<file path="src/rtl/core/skf_pkg.sv">
// Shared types, constants and the microcode table of the scalar Kalman filter core.
// No dependencies; imported by the sequencer, the datapath and the top-level core.
package skf_pkg;

  // Defaults of the top-level parameters
  localparam int SKF_SAMPLE_WIDTH   = 16;
  localparam int SKF_GAIN_FRAC_BITS = 16;

  // Fixed widths of the noise registers and the covariance path
  localparam int REG_W  = 24;          // Q8.16 noise / covariance registers
  localparam int COV_W  = REG_W + 1;   // Q9.16 covariance
  localparam int DEN_W  = COV_W + 1;   // P1 + R
  localparam int REM_W  = DEN_W + 1;   // divider partial remainder
  localparam int CFG_INDEX_W = 2;

  // Register reset values
  localparam logic [REG_W-1:0] PROCESS_NOISE_RST = REG_W'(6554);
  localparam logic [REG_W-1:0] MEASURE_NOISE_RST = REG_W'(65536);
  localparam logic [REG_W-1:0] INIT_COV_RST      = REG_W'(1311);

  typedef enum logic [CFG_INDEX_W-1:0] {
    CFG_PROCESS_NOISE = 2'd0,
    CFG_MEASURE_NOISE = 2'd1,
    CFG_INIT_COV      = 2'd2
  } cfg_idx_e;

  // Datapath operation of one microcode step
  typedef enum logic [2:0] {
    OP_WAIT = 3'd0,   // take a sample beat
    OP_PREP = 3'd1,   // P1 = P + Q, den = P1 + R, |sample - estimate|
    OP_DIV  = 3'd2,   // one quotient bit of P1 / den
    OP_GSET = 3'd3,   // fix up gain, arm the multipliers
    OP_MUL  = 3'd4,   // one multiplier bit of both products
    OP_FIN1 = 3'd5,   // round both products, update covariance
    OP_FIN2 = 3'd6    // apply correction, saturate, load result beat
  } op_e;

  // Sequencing condition of one microcode step
  typedef enum logic [1:0] {
    C_NEXT = 2'd0,    // fall through
    C_IN   = 2'd1,    // go to target while no sample beat arrives
    C_LOOP = 2'd2,    // go to target while step counter is nonzero
    C_RET  = 2'd3     // go to target once result slot is free, else hold
  } cond_e;

  localparam int UPC_W = 3;

  typedef struct packed {
    op_e              op;
    cond_e            cond;
    logic [UPC_W-1:0] target;
  } ctrl_word_t;

  typedef struct packed {
    logic in_fire;
    logic out_free;
    logic cnt_zero;
  } status_t;

  localparam logic [UPC_W-1:0] UPC_WAIT = 3'd0;
  localparam logic [UPC_W-1:0] UPC_DIV  = 3'd2;
  localparam logic [UPC_W-1:0] UPC_MUL  = 3'd4;

  function automatic ctrl_word_t ucode_rom(input logic [UPC_W-1:0] upc);
    ctrl_word_t cw;
    unique case (upc)
      3'd0:    cw = '{op: OP_WAIT, cond: C_IN,   target: UPC_WAIT};
      3'd1:    cw = '{op: OP_PREP, cond: C_NEXT, target: UPC_WAIT};
      3'd2:    cw = '{op: OP_DIV,  cond: C_LOOP, target: UPC_DIV};
      3'd3:    cw = '{op: OP_GSET, cond: C_NEXT, target: UPC_WAIT};
      3'd4:    cw = '{op: OP_MUL,  cond: C_LOOP, target: UPC_MUL};
      3'd5:    cw = '{op: OP_FIN1, cond: C_NEXT, target: UPC_WAIT};
      3'd6:    cw = '{op: OP_FIN2, cond: C_RET,  target: UPC_WAIT};
      default: cw = '{op: OP_WAIT, cond: C_NEXT, target: UPC_WAIT};
    endcase
    return cw;
  endfunction

endpackage

</file>
<file path="src/rtl/core/skf_seq.sv">
// Microcode sequencer: step counter, control ROM lookup and jump logic.
// Depends on skf_pkg.
module skf_seq (
  input  logic             clk_i,
  input  logic             rst_ni,
  input  skf_pkg::status_t status_i,
  output skf_pkg::op_e     op_o
);
  import skf_pkg::*;

  logic [UPC_W-1:0] upc_q, upc_d;
  ctrl_word_t       cw;

  assign cw   = ucode_rom(upc_q);
  assign op_o = cw.op;

  always_comb begin
    upc_d = upc_q + UPC_W'(1);
    unique case (cw.cond)
      C_NEXT: upc_d = upc_q + UPC_W'(1);
      C_IN:   if (!status_i.in_fire) upc_d = cw.target;
      C_LOOP: if (!status_i.cnt_zero) upc_d = cw.target;
      C_RET:  upc_d = status_i.out_free ? cw.target : upc_q;
      default: upc_d = upc_q + UPC_W'(1);
    endcase
  end

  always_ff @(posedge clk_i or negedge rst_ni) begin
    if (!rst_ni) begin
      upc_q <= UPC_WAIT;
    end else begin
      upc_q <= upc_d;
    end
  end

endmodule

</file>
<file path="src/rtl/core/skf_datapath.sv">
// Datapath: config registers, filter state, serial divider, dual shift-add
// multiplier, rounding/saturation and the result register. Depends on skf_pkg.
module skf_datapath #(
  parameter int SAMPLE_WIDTH   = skf_pkg::SKF_SAMPLE_WIDTH,
  parameter int GAIN_FRAC_BITS = skf_pkg::SKF_GAIN_FRAC_BITS
) (
  input  logic                                 clk_i,
  input  logic                                 rst_ni,
  input  skf_pkg::op_e                         op_i,
  output skf_pkg::status_t                     status_o,
  input  logic                                 in_valid_i,
  output logic                                 in_ready_o,
  input  logic signed [SAMPLE_WIDTH-1:0]       sample_i,
  output logic                                 out_valid_o,
  input  logic                                 out_ready_i,
  output logic signed [SAMPLE_WIDTH-1:0]       estimate_o,
  output logic [GAIN_FRAC_BITS:0]              gain_used_o,
  input  logic                                 cfg_valid_i,
  output logic                                 cfg_ready_o,
  input  logic [skf_pkg::CFG_INDEX_W-1:0]      cfg_index_i,
  input  logic [skf_pkg::REG_W-1:0]            cfg_data_i
);
  import skf_pkg::*;

  localparam int SW    = SAMPLE_WIDTH;
  localparam int GFB   = GAIN_FRAC_BITS;
  localparam int GW    = GFB + 1;
  localparam int DW    = SW + 1;          // |sample - estimate|
  localparam int AW    = DW + GW;         // |d| * G
  localparam int BW    = COV_W + GW;      // P1 * (1 - G)
  localparam int CNT_W = $clog2(GFB + 1);

  localparam logic [GW-1:0] GAIN_ONE = {1'b1, {GFB{1'b0}}};
  localparam logic [AW-1:0] HALF_A   = {{(AW-GFB){1'b0}}, 1'b1, {(GFB-1){1'b0}}};
  localparam logic [BW-1:0] HALF_B   = {{(BW-GFB){1'b0}}, 1'b1, {(GFB-1){1'b0}}};
  localparam logic signed [SW+1:0] EST_MAX = {3'b000, {(SW-1){1'b1}}};
  localparam logic signed [SW+1:0] EST_MIN = {3'b111, {(SW-1){1'b0}}};

  // config and filter state
  logic [REG_W-1:0]     q_noise_q, r_noise_q;
  logic [COV_W-1:0]     cov_q;
  logic signed [SW-1:0] est_q;
  logic [GW-1:0]        gain_q;
  logic [CNT_W-1:0]     cnt_q;
  logic                 out_valid_q;

  // working registers
  logic signed [SW-1:0] s_q;
  logic [COV_W-1:0]     p1_q;
  logic [DEN_W-1:0]     den_q;
  logic [DW-1:0]        mag_q;
  logic                 neg_q;
  logic [REM_W-1:0]     rem_q;
  logic [GW-1:0]        quo_q, mg_q, mgc_q;
  logic [AW-1:0]        acc_a_q;
  logic [BW-1:0]        acc_b_q;
  logic [DW-1:0]        rmag_q;
  logic signed [SW-1:0] out_est_q;
  logic [GW-1:0]        out_gain_q;

  logic                 in_fire, out_free;
  logic [DEN_W-1:0]     p1_sum, den;
  logic [COV_W-1:0]     p1;
  logic signed [SW:0]   diff;
  logic [DW-1:0]        mag;
  logic                 ge;
  logic [REM_W-1:0]     rem_sub, rem_next;
  logic [GW-1:0]        g_fix;
  logic [AW-1:0]        acc_a_next, rnd_a;
  logic [BW-1:0]        acc_b_next, rnd_b;
  logic signed [SW+1:0] corr, est_sum;
  logic signed [SW-1:0] est_sat;

  assign in_ready_o  = (op_i == OP_WAIT);
  assign in_fire     = in_valid_i & in_ready_o;
  assign out_free    = ~out_valid_q | out_ready_i;
  assign cfg_ready_o = 1'b1;

  assign status_o = '{in_fire: in_fire, out_free: out_free, cnt_zero: (cnt_q == '0)};

  // P1 and denominator
  assign p1_sum = {1'b0, cov_q} + {{(DEN_W-REG_W){1'b0}}, q_noise_q};
  assign p1     = p1_sum[COV_W-1:0];
  assign den    = {1'b0, p1} + {{(DEN_W-REG_W){1'b0}}, r_noise_q};

  // innovation magnitude and sign
  assign diff = {s_q[SW-1], s_q} - {est_q[SW-1], est_q};
  assign mag  = diff[SW] ? DW'(-diff) : DW'(diff);

  // restoring divider step
  assign ge       = (rem_q >= {1'b0, den_q});
  assign rem_sub  = ge ? (rem_q - {1'b0, den_q}) : rem_q;
  assign rem_next = {rem_sub[REM_W-2:0], 1'b0};

  // zero denominator gives zero gain; clamp to one
  always_comb begin
    if (den_q == '0) begin
      g_fix = '0;
    end else if (quo_q > GAIN_ONE) begin
      g_fix = GAIN_ONE;
    end else begin
      g_fix = quo_q;
    end
  end

  // MSB-first shift-add, both products in lockstep
  assign acc_a_next = {acc_a_q[AW-2:0], 1'b0} + (mg_q[GW-1]  ? {{GW{1'b0}}, mag_q} : '0);
  assign acc_b_next = {acc_b_q[BW-2:0], 1'b0} + (mgc_q[GW-1] ? {{GW{1'b0}}, p1_q}  : '0);

  assign rnd_a = acc_a_q + HALF_A;
  assign rnd_b = acc_b_q + HALF_B;

  // signed correction and saturation
  assign corr    = neg_q ? -$signed({1'b0, rmag_q}) : $signed({1'b0, rmag_q});
  assign est_sum = {{2{est_q[SW-1]}}, est_q} + corr;

  always_comb begin
    if (est_sum > EST_MAX) begin
      est_sat = EST_MAX[SW-1:0];
    end else if (est_sum < EST_MIN) begin
      est_sat = EST_MIN[SW-1:0];
    end else begin
      est_sat = est_sum[SW-1:0];
    end
  end

  // control and state registers
  always_ff @(posedge clk_i or negedge rst_ni) begin
    if (!rst_ni) begin
      q_noise_q   <= PROCESS_NOISE_RST;
      r_noise_q   <= MEASURE_NOISE_RST;
      cov_q       <= {1'b0, INIT_COV_RST};
      est_q       <= '0;
      gain_q      <= '0;
      cnt_q       <= '0;
      out_valid_q <= 1'b0;
    end else begin
      if (cfg_valid_i) begin
        unique case (cfg_idx_e'(cfg_index_i))
          CFG_PROCESS_NOISE: q_noise_q <= cfg_data_i;
          CFG_MEASURE_NOISE: r_noise_q <= cfg_data_i;
          // only reset and FIN1 load the covariance, so the write has no effect
          CFG_INIT_COV:      ;
          default:           ;
        endcase
      end

      case (op_i)
        OP_PREP: cnt_q <= CNT_W'(GFB);
        OP_GSET: begin
          cnt_q  <= CNT_W'(GFB);
          gain_q <= g_fix;
        end
        OP_DIV, OP_MUL: if (cnt_q != '0) cnt_q <= cnt_q - CNT_W'(1);
        OP_FIN1: cov_q <= rnd_b[GFB +: COV_W];
        OP_FIN2: if (out_free) est_q <= est_sat;
        default: ;
      endcase

      if (op_i == OP_FIN2 && out_free) begin
        out_valid_q <= 1'b1;
      end else if (out_ready_i) begin
        out_valid_q <= 1'b0;
      end
    end
  end

  // payload registers
  always_ff @(posedge clk_i) begin
    if (in_fire) begin
      s_q <= sample_i;
    end
    case (op_i)
      OP_PREP: begin
        p1_q  <= p1;
        den_q <= den;
        mag_q <= mag;
        neg_q <= diff[SW];
        rem_q <= {{(REM_W-COV_W){1'b0}}, p1};
      end
      OP_DIV: begin
        rem_q <= rem_next;
        quo_q <= {quo_q[GW-2:0], ge};
      end
      OP_GSET: begin
        mg_q    <= g_fix;
        mgc_q   <= GAIN_ONE - g_fix;
        acc_a_q <= '0;
        acc_b_q <= '0;
      end
      OP_MUL: begin
        acc_a_q <= acc_a_next;
        acc_b_q <= acc_b_next;
        mg_q    <= {mg_q[GW-2:0], 1'b0};
        mgc_q   <= {mgc_q[GW-2:0], 1'b0};
      end
      OP_FIN1: rmag_q <= rnd_a[GFB +: DW];
      OP_FIN2: if (out_free) begin
        out_est_q  <= est_sat;
        out_gain_q <= gain_q;
      end
      default: ;
    endcase
  end

  assign out_valid_o = out_valid_q;
  assign estimate_o  = out_est_q;
  assign gain_used_o = out_gain_q;

endmodule

</file>
<file path="src/rtl/core/scalar_kalman_filter_core.sv">
// Scalar Kalman filter core (constant-state model), microcoded.
// A result beat is loaded after its sample has passed the PREP, DIV, GSET, MUL, FIN1 and FIN2
// steps; a new sample is taken only back in WAIT, so the sample rate is set by the bit-serial
// divider loop and the bit-serial multiplier loop, each producing GAIN_FRAC_BITS+1 bits.
// Reset (async, active low): noise registers to defaults, covariance to the initial
// covariance default, estimate and gain to zero, sequencer to the wait step.
module scalar_kalman_filter_core #(
  parameter int SAMPLE_WIDTH   = skf_pkg::SKF_SAMPLE_WIDTH,
  parameter int GAIN_FRAC_BITS = skf_pkg::SKF_GAIN_FRAC_BITS
) (
  input  logic                              clk_i,
  input  logic                              rst_ni,
  // sample channel
  input  logic                              in_valid_i,
  output logic                              in_ready_o,
  input  logic signed [SAMPLE_WIDTH-1:0]    sample_i,
  // result channel
  output logic                              out_valid_o,
  input  logic                              out_ready_i,
  output logic signed [SAMPLE_WIDTH-1:0]    estimate_o,
  output logic [GAIN_FRAC_BITS:0]           gain_used_o,
  // config write channel
  input  logic                              cfg_valid_i,
  output logic                              cfg_ready_o,
  input  logic [skf_pkg::CFG_INDEX_W-1:0]   cfg_index_i,
  input  logic [skf_pkg::REG_W-1:0]         cfg_data_i
);
  import skf_pkg::*;

  // Step program (see ucode_rom):
  //   WAIT  hold until a sample beat lands
  //   PREP  P1 = P + Q, den = P1 + R, split innovation into sign/magnitude
  //   DIV   restoring divide, one gain bit per cycle, GAIN_FRAC_BITS+1 gain bits
  //   GSET  zero-denominator case forces gain 0; gain clamped to 1.0
  //   MUL   |d|*G and P1*(1-G) together, one multiplier bit per cycle
  //   FIN1  round both products; covariance written back
  //   FIN2  correction applied with saturation, result beat loaded once the
  //         output register is free, then back to WAIT
  // The result register decouples the two channels: a finished beat may sit
  // while the next sample is accepted and worked on.

  op_e     op;
  status_t status;

  skf_seq u_seq (
    .clk_i    (clk_i),
    .rst_ni   (rst_ni),
    .status_i (status),
    .op_o     (op)
  );

  skf_datapath #(
    .SAMPLE_WIDTH   (SAMPLE_WIDTH),
    .GAIN_FRAC_BITS (GAIN_FRAC_BITS)
  ) u_datapath (
    .clk_i       (clk_i),
    .rst_ni      (rst_ni),
    .op_i        (op),
    .status_o    (status),
    .in_valid_i  (in_valid_i),
    .in_ready_o  (in_ready_o),
    .sample_i    (sample_i),
    .out_valid_o (out_valid_o),
    .out_ready_i (out_ready_i),
    .estimate_o  (estimate_o),
    .gain_used_o (gain_used_o),
    .cfg_valid_i (cfg_valid_i),
    .cfg_ready_o (cfg_ready_o),
    .cfg_index_i (cfg_index_i),
    .cfg_data_i  (cfg_data_i)
  );

endmodule

</file>
<file path="config.mk">
export PLATFORM = sky130hd
export DESIGN_NAME = scalar_kalman_filter_core
export DESIGN_NICKNAME = d
export VERILOG_FILES = /design/src/rtl/core/skf_pkg.sv /design/src/rtl/core/skf_seq.sv /design/src/rtl/core/skf_datapath.sv /design/src/rtl/core/scalar_kalman_filter_core.sv
export SDC_FILE = /design/constraint.sdc
export NUM_CORES = 1
export LEC_CHECK = 0
export BUFFER_PORTS_ARGS = -buffer_cell sky130_fd_sc_hd__buf_4
export CELL_PAD_IN_SITES_DETAIL_PLACEMENT = 2
export CELL_PAD_IN_SITES_GLOBAL_PLACEMENT = 2
export CORE_MARGIN = 3
export CORE_UTILIZATION = 30
export CTS_CLUSTER_DIAMETER = 40
export DETAILED_ROUTE_END_ITERATION = 10
export GPL_TIMING_DRIVEN = 0
export PLACE_DENSITY_LB_ADDON = 0.25
export SLEW_MARGIN = 20
export SYNTH_ARGS = -nofsm -noshare
export SYNTH_HDL_FRONTEND = slang
export SYNTH_HIERARCHICAL = 1
export SYNTH_SLANG_ARGS = --single-unit
</file>
<file path="constraint.sdc">
create_clock -name clk_i -period 8.9 [get_ports clk_i]
set_clock_uncertainty 0.15 [all_clocks]
set_input_delay 1.335 -clock clk_i [delete_from_list [all_inputs] [get_ports clk_i]]
set_output_delay 1.335 -clock clk_i [all_outputs]
set_load 0.02 [all_outputs]
</file>
* Yosys cells after proc, flatten, opt, wreduce, memory -nomap -nowiden
Index checks and enable logic that the tools add are counted.
** Storage, ports and cells
- Register bits after elaboration :: 402
- Bits of input ports :: 47
- Output and inout bits :: 36
- Word-level logic and storage cells :: 103
** Operators by class
- Add/subtract/negate cells :: 14
- Magnitude comparators :: 4
- Eq/ne operators :: 18
- Multiplexer cells :: 23
- Bitwise logic cells :: 3
- Reduce and logical (&&, ||, !) cells :: 18
** Operators with widths (number)
- 41-bit case mux with 2 select lines :: 1
- 17-bit case mux with 2 select lines :: 2
- 33-bit case mux with 2 select lines :: 1
- 8-bit case mux with 7 select lines :: 1
- 27-bit case mux with 2 select lines :: 1
- 17-bit two-way mux :: 3
- 16-bit two-way mux :: 3
- 41-bit by 16-bit adder with 41-bit output (second input constant) :: 1
- 41-bit by 25-bit adder with 41-bit output :: 1
- 33-bit by 16-bit adder with 33-bit output (second input constant) :: 1
- 33-bit by 17-bit adder with 33-bit output :: 1
- 27-bit by 26-bit >= comparator with 1-bit output :: 1
- 25-bit by 24-bit adder with 26-bit output :: 1
- 26-bit logical NOT :: 1
- 26-bit two-way mux :: 1
- 26-bit subtractor :: 1
- 25-bit by 24-bit adder with 25-bit output :: 1
- 25-bit two-way mux :: 1
- 18-bit adder :: 1
- 3-bit == test (second input constant) :: 6
- 18-bit by 16-bit > comparator with 1-bit output (second input constant) :: 1
- 18-bit by 16-bit < comparator with 1-bit output (second input constant) :: 1
- 18-bit two-way mux :: 1
- 17-bit negation with 18-bit output :: 1
- 27 further kinds :: 46

* Logic depth before layout (Yosys ltp)
- Word-level depth :: 6
- Gate-level depth with buffers :: 19
- Depth with buffers taken out :: 18

* Cells and area by module
Netlist, hierarchy kept.
** By module, submodules not included
- skf_datapath :: times used 1, cells each 2386, area an instance 24304.6 sq um, seq. area each 11409.7 sq um
- skf_seq :: times used 1, cells each 45, area an instance 370.4 sq um, seq. area each 75.1 sq um

* Worst setup path after synthesis
No wires, ideal clock.
- Path kind :: reg-to-reg
- Start :: reg u_seq.upc_q[0]
- End :: reg u_datapath.rem_q[0] (enable)
- Library setup time :: 387 ps
- Data arrival time :: 7513 ps
- Required time :: 8363 ps
- Path slack :: 849 ps
- Cell stages (with the launch flop) :: 9
- Buffers on the path :: 2
- Clock period less this slack :: 8051 ps
- Cells stage by stage :: dfrtp_1 inv_1 ha_1 buf_2 a211oi_1 nor2_1 clkbuf_1 nor3b_1 nand2b_1
** On the way
- Longest elaborated chain between the ends :: 4
- Elaborated cells on any way between the ends :: 11
- Classes of those cells :: eq/ne: 8; mux: 1; reduce/logical: 2
** RTL lines
- start: declaration :: RTL line skf_seq.sv:11 : logic [UPC_W-1:0] upc_q, upc_d;
- start signal: assignment :: RTL line skf_seq.sv:32 : upc_q <= upc_d;
- 3-bit == test (tied with other cells) :: RTL line skf_pkg.sv:66 : unique case (upc)
- 8-bit case mux with 7 select lines (*) :: RTL line skf_pkg.sv:66
- via op[2] :: RTL line scalar_kalman_filter_core.sv:42 : op_e op;
- 3-bit by 1-bit == test with 1-bit output or 3-bit by 2-bit == test with 1-bit output (tied branches) :: RTL line skf_datapath.sv:173 : case (op_i)
- 2-bit nonzero test (no line) (*)
- end signal: assignment :: RTL line skf_datapath.sv:179 : rem_q <= {{(REM_W-COV_W){1'b0}}, p1};
- end signal: assignment :: RTL line skf_datapath.sv:182 : rem_q <= rem_next;
- end: declaration :: RTL line skf_datapath.sv:53 : logic [REM_W-1:0] rem_q;
Mark *: on every way through the listed nets, which the timed path passes. The rest lies on a longest branch.
A chain may end at the register's enable or synchronous reset.

* Worst setup path after layout
- Start :: reg u_datapath.q_noise_q[0]
- End :: reg u_datapath.den_q[24] (data pin)
** On the way
- Longest elaborated chain between the ends :: 2
** RTL lines
- start: declaration :: RTL line skf_datapath.sv:40 : logic [REG_W-1:0] q_noise_q, r_noise_q;
- start signal: assignment :: RTL line skf_datapath.sv:140 : CFG_PROCESS_NOISE: q_noise_q <= cfg_data_i;
- 25-bit by 24-bit adder with 25-bit output :: RTL line skf_datapath.sv:82 : assign p1_sum = {1'b0, cov_q} + {{(DEN_W-REG_W){1'b0}}, q_noise_q};
- via u_datapath.p1_sum[14] :: RTL line skf_datapath.sv:62 : logic [DEN_W-1:0] p1_sum, den;
- 25-bit by 24-bit adder with 26-bit output :: RTL line skf_datapath.sv:84 : assign den = {1'b0, p1} + {{(DEN_W-REG_W){1'b0}}, r_noise_q};
- via u_datapath.den[24] :: RTL line skf_datapath.sv:62
- end signal: assignment :: RTL line skf_datapath.sv:176 : den_q <= den;
- end: declaration :: RTL line skf_datapath.sv:50 : logic [DEN_W-1:0] den_q;
The timed path passes the listed nets, and every way through them passes these cells.

==> reports/summary.txt <==
================================================================================
Result of the run ................................................. complete, no violations
CTS tree ..........................................................         done
Worst path most repeated cell ..................................... sky130_fd_sc_hd__o21ai_0
Vias per inst .....................................................         5.23
Worst relative slew slack .........................................        0.254
Port Buffer Count .................................................           81
Total of max-cap violations .......................................            0
Area delta synth->final ...........................................        21.6%
Total vias in the final route .....................................        19600
Critical Path Max Stage Delay .....................................      0.45 ns
Top-area cell type share of the netlist area ......................        0.348
Worst Hold Class .................................................. flop to flop
Critical Path RT ..................................................      9.09 ns
GR Overflow Total .................................................            0
Min Clock Period, post-route ......................................      5.67 ns
Die extent in y ...................................................       293 um
Arrival time of data at the critical path endpoint ................      5.86 ns
Final setup vio count .............................................            0
Top Ports .........................................................           83
Sequence of cells on the critical path ............................ ha_1 -> fa_1 -> a211oi_1 -> o21ai_0 -> a31oi_1 -> o21ai_0 -> a31oi_1 -> xnor2_1 -> ha_1 -> a21o_1 -> nor2_1 -> o21ai_0 -> o22ai_1 -> o21ai_0 -> a41oi_1 -> a21oi_1 -> xnor2_1
Drt total wl ......................................................     81300 um
Leading post-synthesis cells by cell area ......................... sky130_fd_sc_hd__edfxtp_1, sky130_fd_sc_hd__dfrtp_1, sky130_fd_sc_hd__ha_1
Maximum fanout count along the critical path ......................            6
Standard cell with the maximum stage delay on the critical path ... sky130_fd_sc_hd__a211oi_1
Cell area after technology mapping ................................   0.0247 mm2
Pin count of the biggest net entering global routing ..............           82
Post-synth cell types .............................................           91
Tcrit/Tclk final ..................................................        0.637
Placed wire-length estimate .......................................     61600 um
Final number of max-transition violations .........................            0
Iteration-0 DRC count of the detailed router ......................          883
TritonCTS buffer count ............................................           90
Placer Congestion .................................................        0.868
Final #Nets .......................................................         2829
Number of antenna violations at the first check in global routing .            1
Die Outline Area ..................................................   0.0857 mm2
Share of cells above drive strength 1 .............................        0.144
Post-synthesis average cell area ..................................     10.2 um2
Share of the yosys chip area belonging to registers ...............        0.465
Buffer and inverter count on the worst path .......................            0
Async set or reset register ratio after synthesis .................        0.287
Synth Flop Type ................................................... sky130_fd_sc_hd__edfxtp_1
Unrepaired setup endpoints after global routing ...................           no
Category of the worst setup path capture point ....................         flop
Number of clock sinks .............................................          401
Total core area ...................................................   0.0809 mm2
Clock transition at the registers of the reported paths ...........      0.05 ns
Buffers inserted during post-CTS setup optimization ...............            0
CTS max path bufs .................................................            3
Row count .........................................................          104
Wire length of the first global-routing pass ......................    129000 um
Root Driver ....................................................... sky130_fd_sc_hd__clkbuf_16
Post-route ant nets ...............................................            0
Count of TritonRoute iterations in the first routing pass .........            5
Via count of the first global-routing pass ........................        21900
Clock Latency Late Sink ...........................................      0.64 ns
Die span in x .....................................................       293 um
Drt wl/cell .......................................................      21.7 um
Count of flip-flops with a built-in enable after synthesis ........          286
Detailed-route DRC error count ....................................            0
Register bit count reported by yosys ..............................          401
Hold-fix buffer count after cts ...................................            0
Non-filler instance count after layout ............................         3754
Post-route worst hold slack .......................................     0.301 ns
Total placed cells including tap cells ............................         3584
Number of cells produced by synthesis .............................         2431
Initial cell density of the core ..................................        0.305
Peak Freq .........................................................    0.176 GHz
Number of resized instances in the post-cts repair step ...........            0
Number of H-tree branching levels .................................            3
CP Launch Type ....................................................         flop
Slew at the pin closest to its max-slew limit .....................      1.11 ns
Biggest area consumer among synthesized cells ..................... sky130_fd_sc_hd__edfxtp_1
Critical path class ............................................... flop to flop
Number of synthesis warnings ......................................            6
Post-Synthesis Net Count ..........................................         2644
Number of hold violations in the final report .....................            0
CP delay by family, top ........................................... compound AO/OA/AOI/OAI gates
All-layer global routing usage ....................................        0.190
================================================================================
## stage by stage
step / TNS [ns] / util / worst slack, ns / area [um2]
finish: 0 / 0.371 / 3.23 / 30000
global route: 0 / 0.371 / 2.76 / 30000
CTS: 0 / 0.371 / 3.28 / 30000
detailed placement: 0 / 0.331 / 3.35 / 26800
global placement: -186.64 / 0.329 / -2.87 / 26600
floorplan: 0 / - / 0.849 / 24700
## layer usage
| layer | up-vias | track usage | share of wire |
|---|---|---|---|
| li1 | 9262 | - | - |
| met1 | 9956 | 0.252 | 0.46 |
| met2 | 287 | 0.316 | 0.47 |
| met3 | 119 | 0.0349 | 0.039 |
| met4 | 0 | 0.0543 | 0.024 |
| met5 | - | 0 | 0 |
## placed cells by master, fill, tap and decap left out, types with 10 or more instances in the layout
cell type,netlist,routed
sky130_fd_sc_hd__a211oi_1,25,25
sky130_fd_sc_hd__a21o_1,61,61
sky130_fd_sc_hd__a21oi_1,141,141
sky130_fd_sc_hd__a31oi_1,40,40
sky130_fd_sc_hd__and2_1,52,52
sky130_fd_sc_hd__and3_1,21,21
sky130_fd_sc_hd__buf_4,4,90
sky130_fd_sc_hd__bufinv_16,0,12
sky130_fd_sc_hd__clkbuf_1,65,80
sky130_fd_sc_hd__clkbuf_16,0,95
sky130_fd_sc_hd__clkinvlp_4,0,11
sky130_fd_sc_hd__dfrtp_1,100,100
sky130_fd_sc_hd__dfstp_2,15,15
sky130_fd_sc_hd__edfxtp_1,286,286
sky130_fd_sc_hd__ha_1,159,159
sky130_fd_sc_hd__inv_1,110,109
sky130_fd_sc_hd__mux2_2,56,56
sky130_fd_sc_hd__nand2_1,248,247
sky130_fd_sc_hd__nand2b_1,23,22
sky130_fd_sc_hd__nand3_1,54,54
sky130_fd_sc_hd__nand4_1,18,18
sky130_fd_sc_hd__nor2_1,205,204
sky130_fd_sc_hd__nor2b_1,21,21
sky130_fd_sc_hd__nor3_1,52,52
sky130_fd_sc_hd__nor4_1,17,17
sky130_fd_sc_hd__o211ai_1,14,14
sky130_fd_sc_hd__o21a_1,30,30
sky130_fd_sc_hd__o21ai_0,148,148
sky130_fd_sc_hd__o21ai_1,10,10
sky130_fd_sc_hd__o21bai_1,18,18
sky130_fd_sc_hd__o31ai_1,15,15
sky130_fd_sc_hd__or2_2,10,10
sky130_fd_sc_hd__or3_1,26,26
sky130_fd_sc_hd__xnor2_1,153,153
sky130_fd_sc_hd__xor2_1,54,54
## logic make-up (layout without fill, tap and decap cells)
group,Yosys count,after routing,synth area share
simple gates,785,785,0.151
compound gates,611,611,0.163
flops,401,401,0.465
xor+xnor,208,208,0.0741
buf+inv,196,458,0.0320
fa+ha+maj,166,166,0.0863
mux,63,63,0.0284
other cells,1,2,0.000152
## cells in the mapped netlist, drive strengths merged (8+ instances only)
cell type,number
edfxtp,286
nand2,248
nor2,205
ha,159
o21ai,158
xnor2,153
a21oi,149
inv,113
dfrtp,100
clkbuf,65
a21o,61
mux2,56
xor2,55
and2,54
nand3,54
nor3,52
a31oi,41
o21a,30
or3,27
a211oi,26
o31ai,24
nand2b,23
and3,21
nor2b,21
buf,18
nand4,18
o21bai,18
nor4,17
dfstp,15
o211ai,14
nor3b,10
or2,10
o41ai,9
o22ai,8
## flip-flops by register name, indices dropped and copies added (netlist names), 5 cells and up
signal                  flops
u_datapath/acc_a_q         33
u_datapath/acc_b_q         41
u_datapath/cnt_q            5
u_datapath/cov_q           25
u_datapath/den_q           26
u_datapath/est_q           16
u_datapath/estimate_o      16
u_datapath/gain_q          17
u_datapath/gain_used_o     17
u_datapath/mag_q           17
u_datapath/mg_q            17
u_datapath/mgc_q           16
u_datapath/p1_q            25
u_datapath/q_noise_q       24
u_datapath/quo_q           17
u_datapath/r_noise_q       24
u_datapath/rem_q           27
u_datapath/rmag_q          17
u_datapath/s_q             16
## worst paths after layout
path                                          from  cells past startpoint  slack, ns                         to
setup / recovery           u_datapath/q_noise_q[0]                     17       3.23       u_datapath/den_q[24]
hold / removal                u_datapath/gain_q[6]                      0       0.30  u_datapath/gain_used_o[6]
setup reg to reg           u_datapath/q_noise_q[0]                     17       3.23       u_datapath/den_q[24]
hold reg to reg               u_datapath/gain_q[6]                      0       0.30  u_datapath/gain_used_o[6]
max in group asynchronous                   rst_ni                      2       7.37    u_datapath/r_noise_q[1]
min in group asynchronous                   rst_ni                      1       0.43       u_datapath/est_q[14]
## area by class of cell
cell class                      instances  area [um2]
Clock inverter                         56         707
Sequential cell                       401       11500
Buffer                                 83         364
Tap cell                             1060        1330
Timing Repair Buffer                   93         787
Fill cell                            8640       50900
Antenna cell                            1        2.50
Multi-Input combinational cell       1834       12400
Inverter                              113         427
Clock buffer                          113        2460
Power is not shown: default switching activity piles up to over one toggle a cycle in this logic, so the estimate is an artifact.
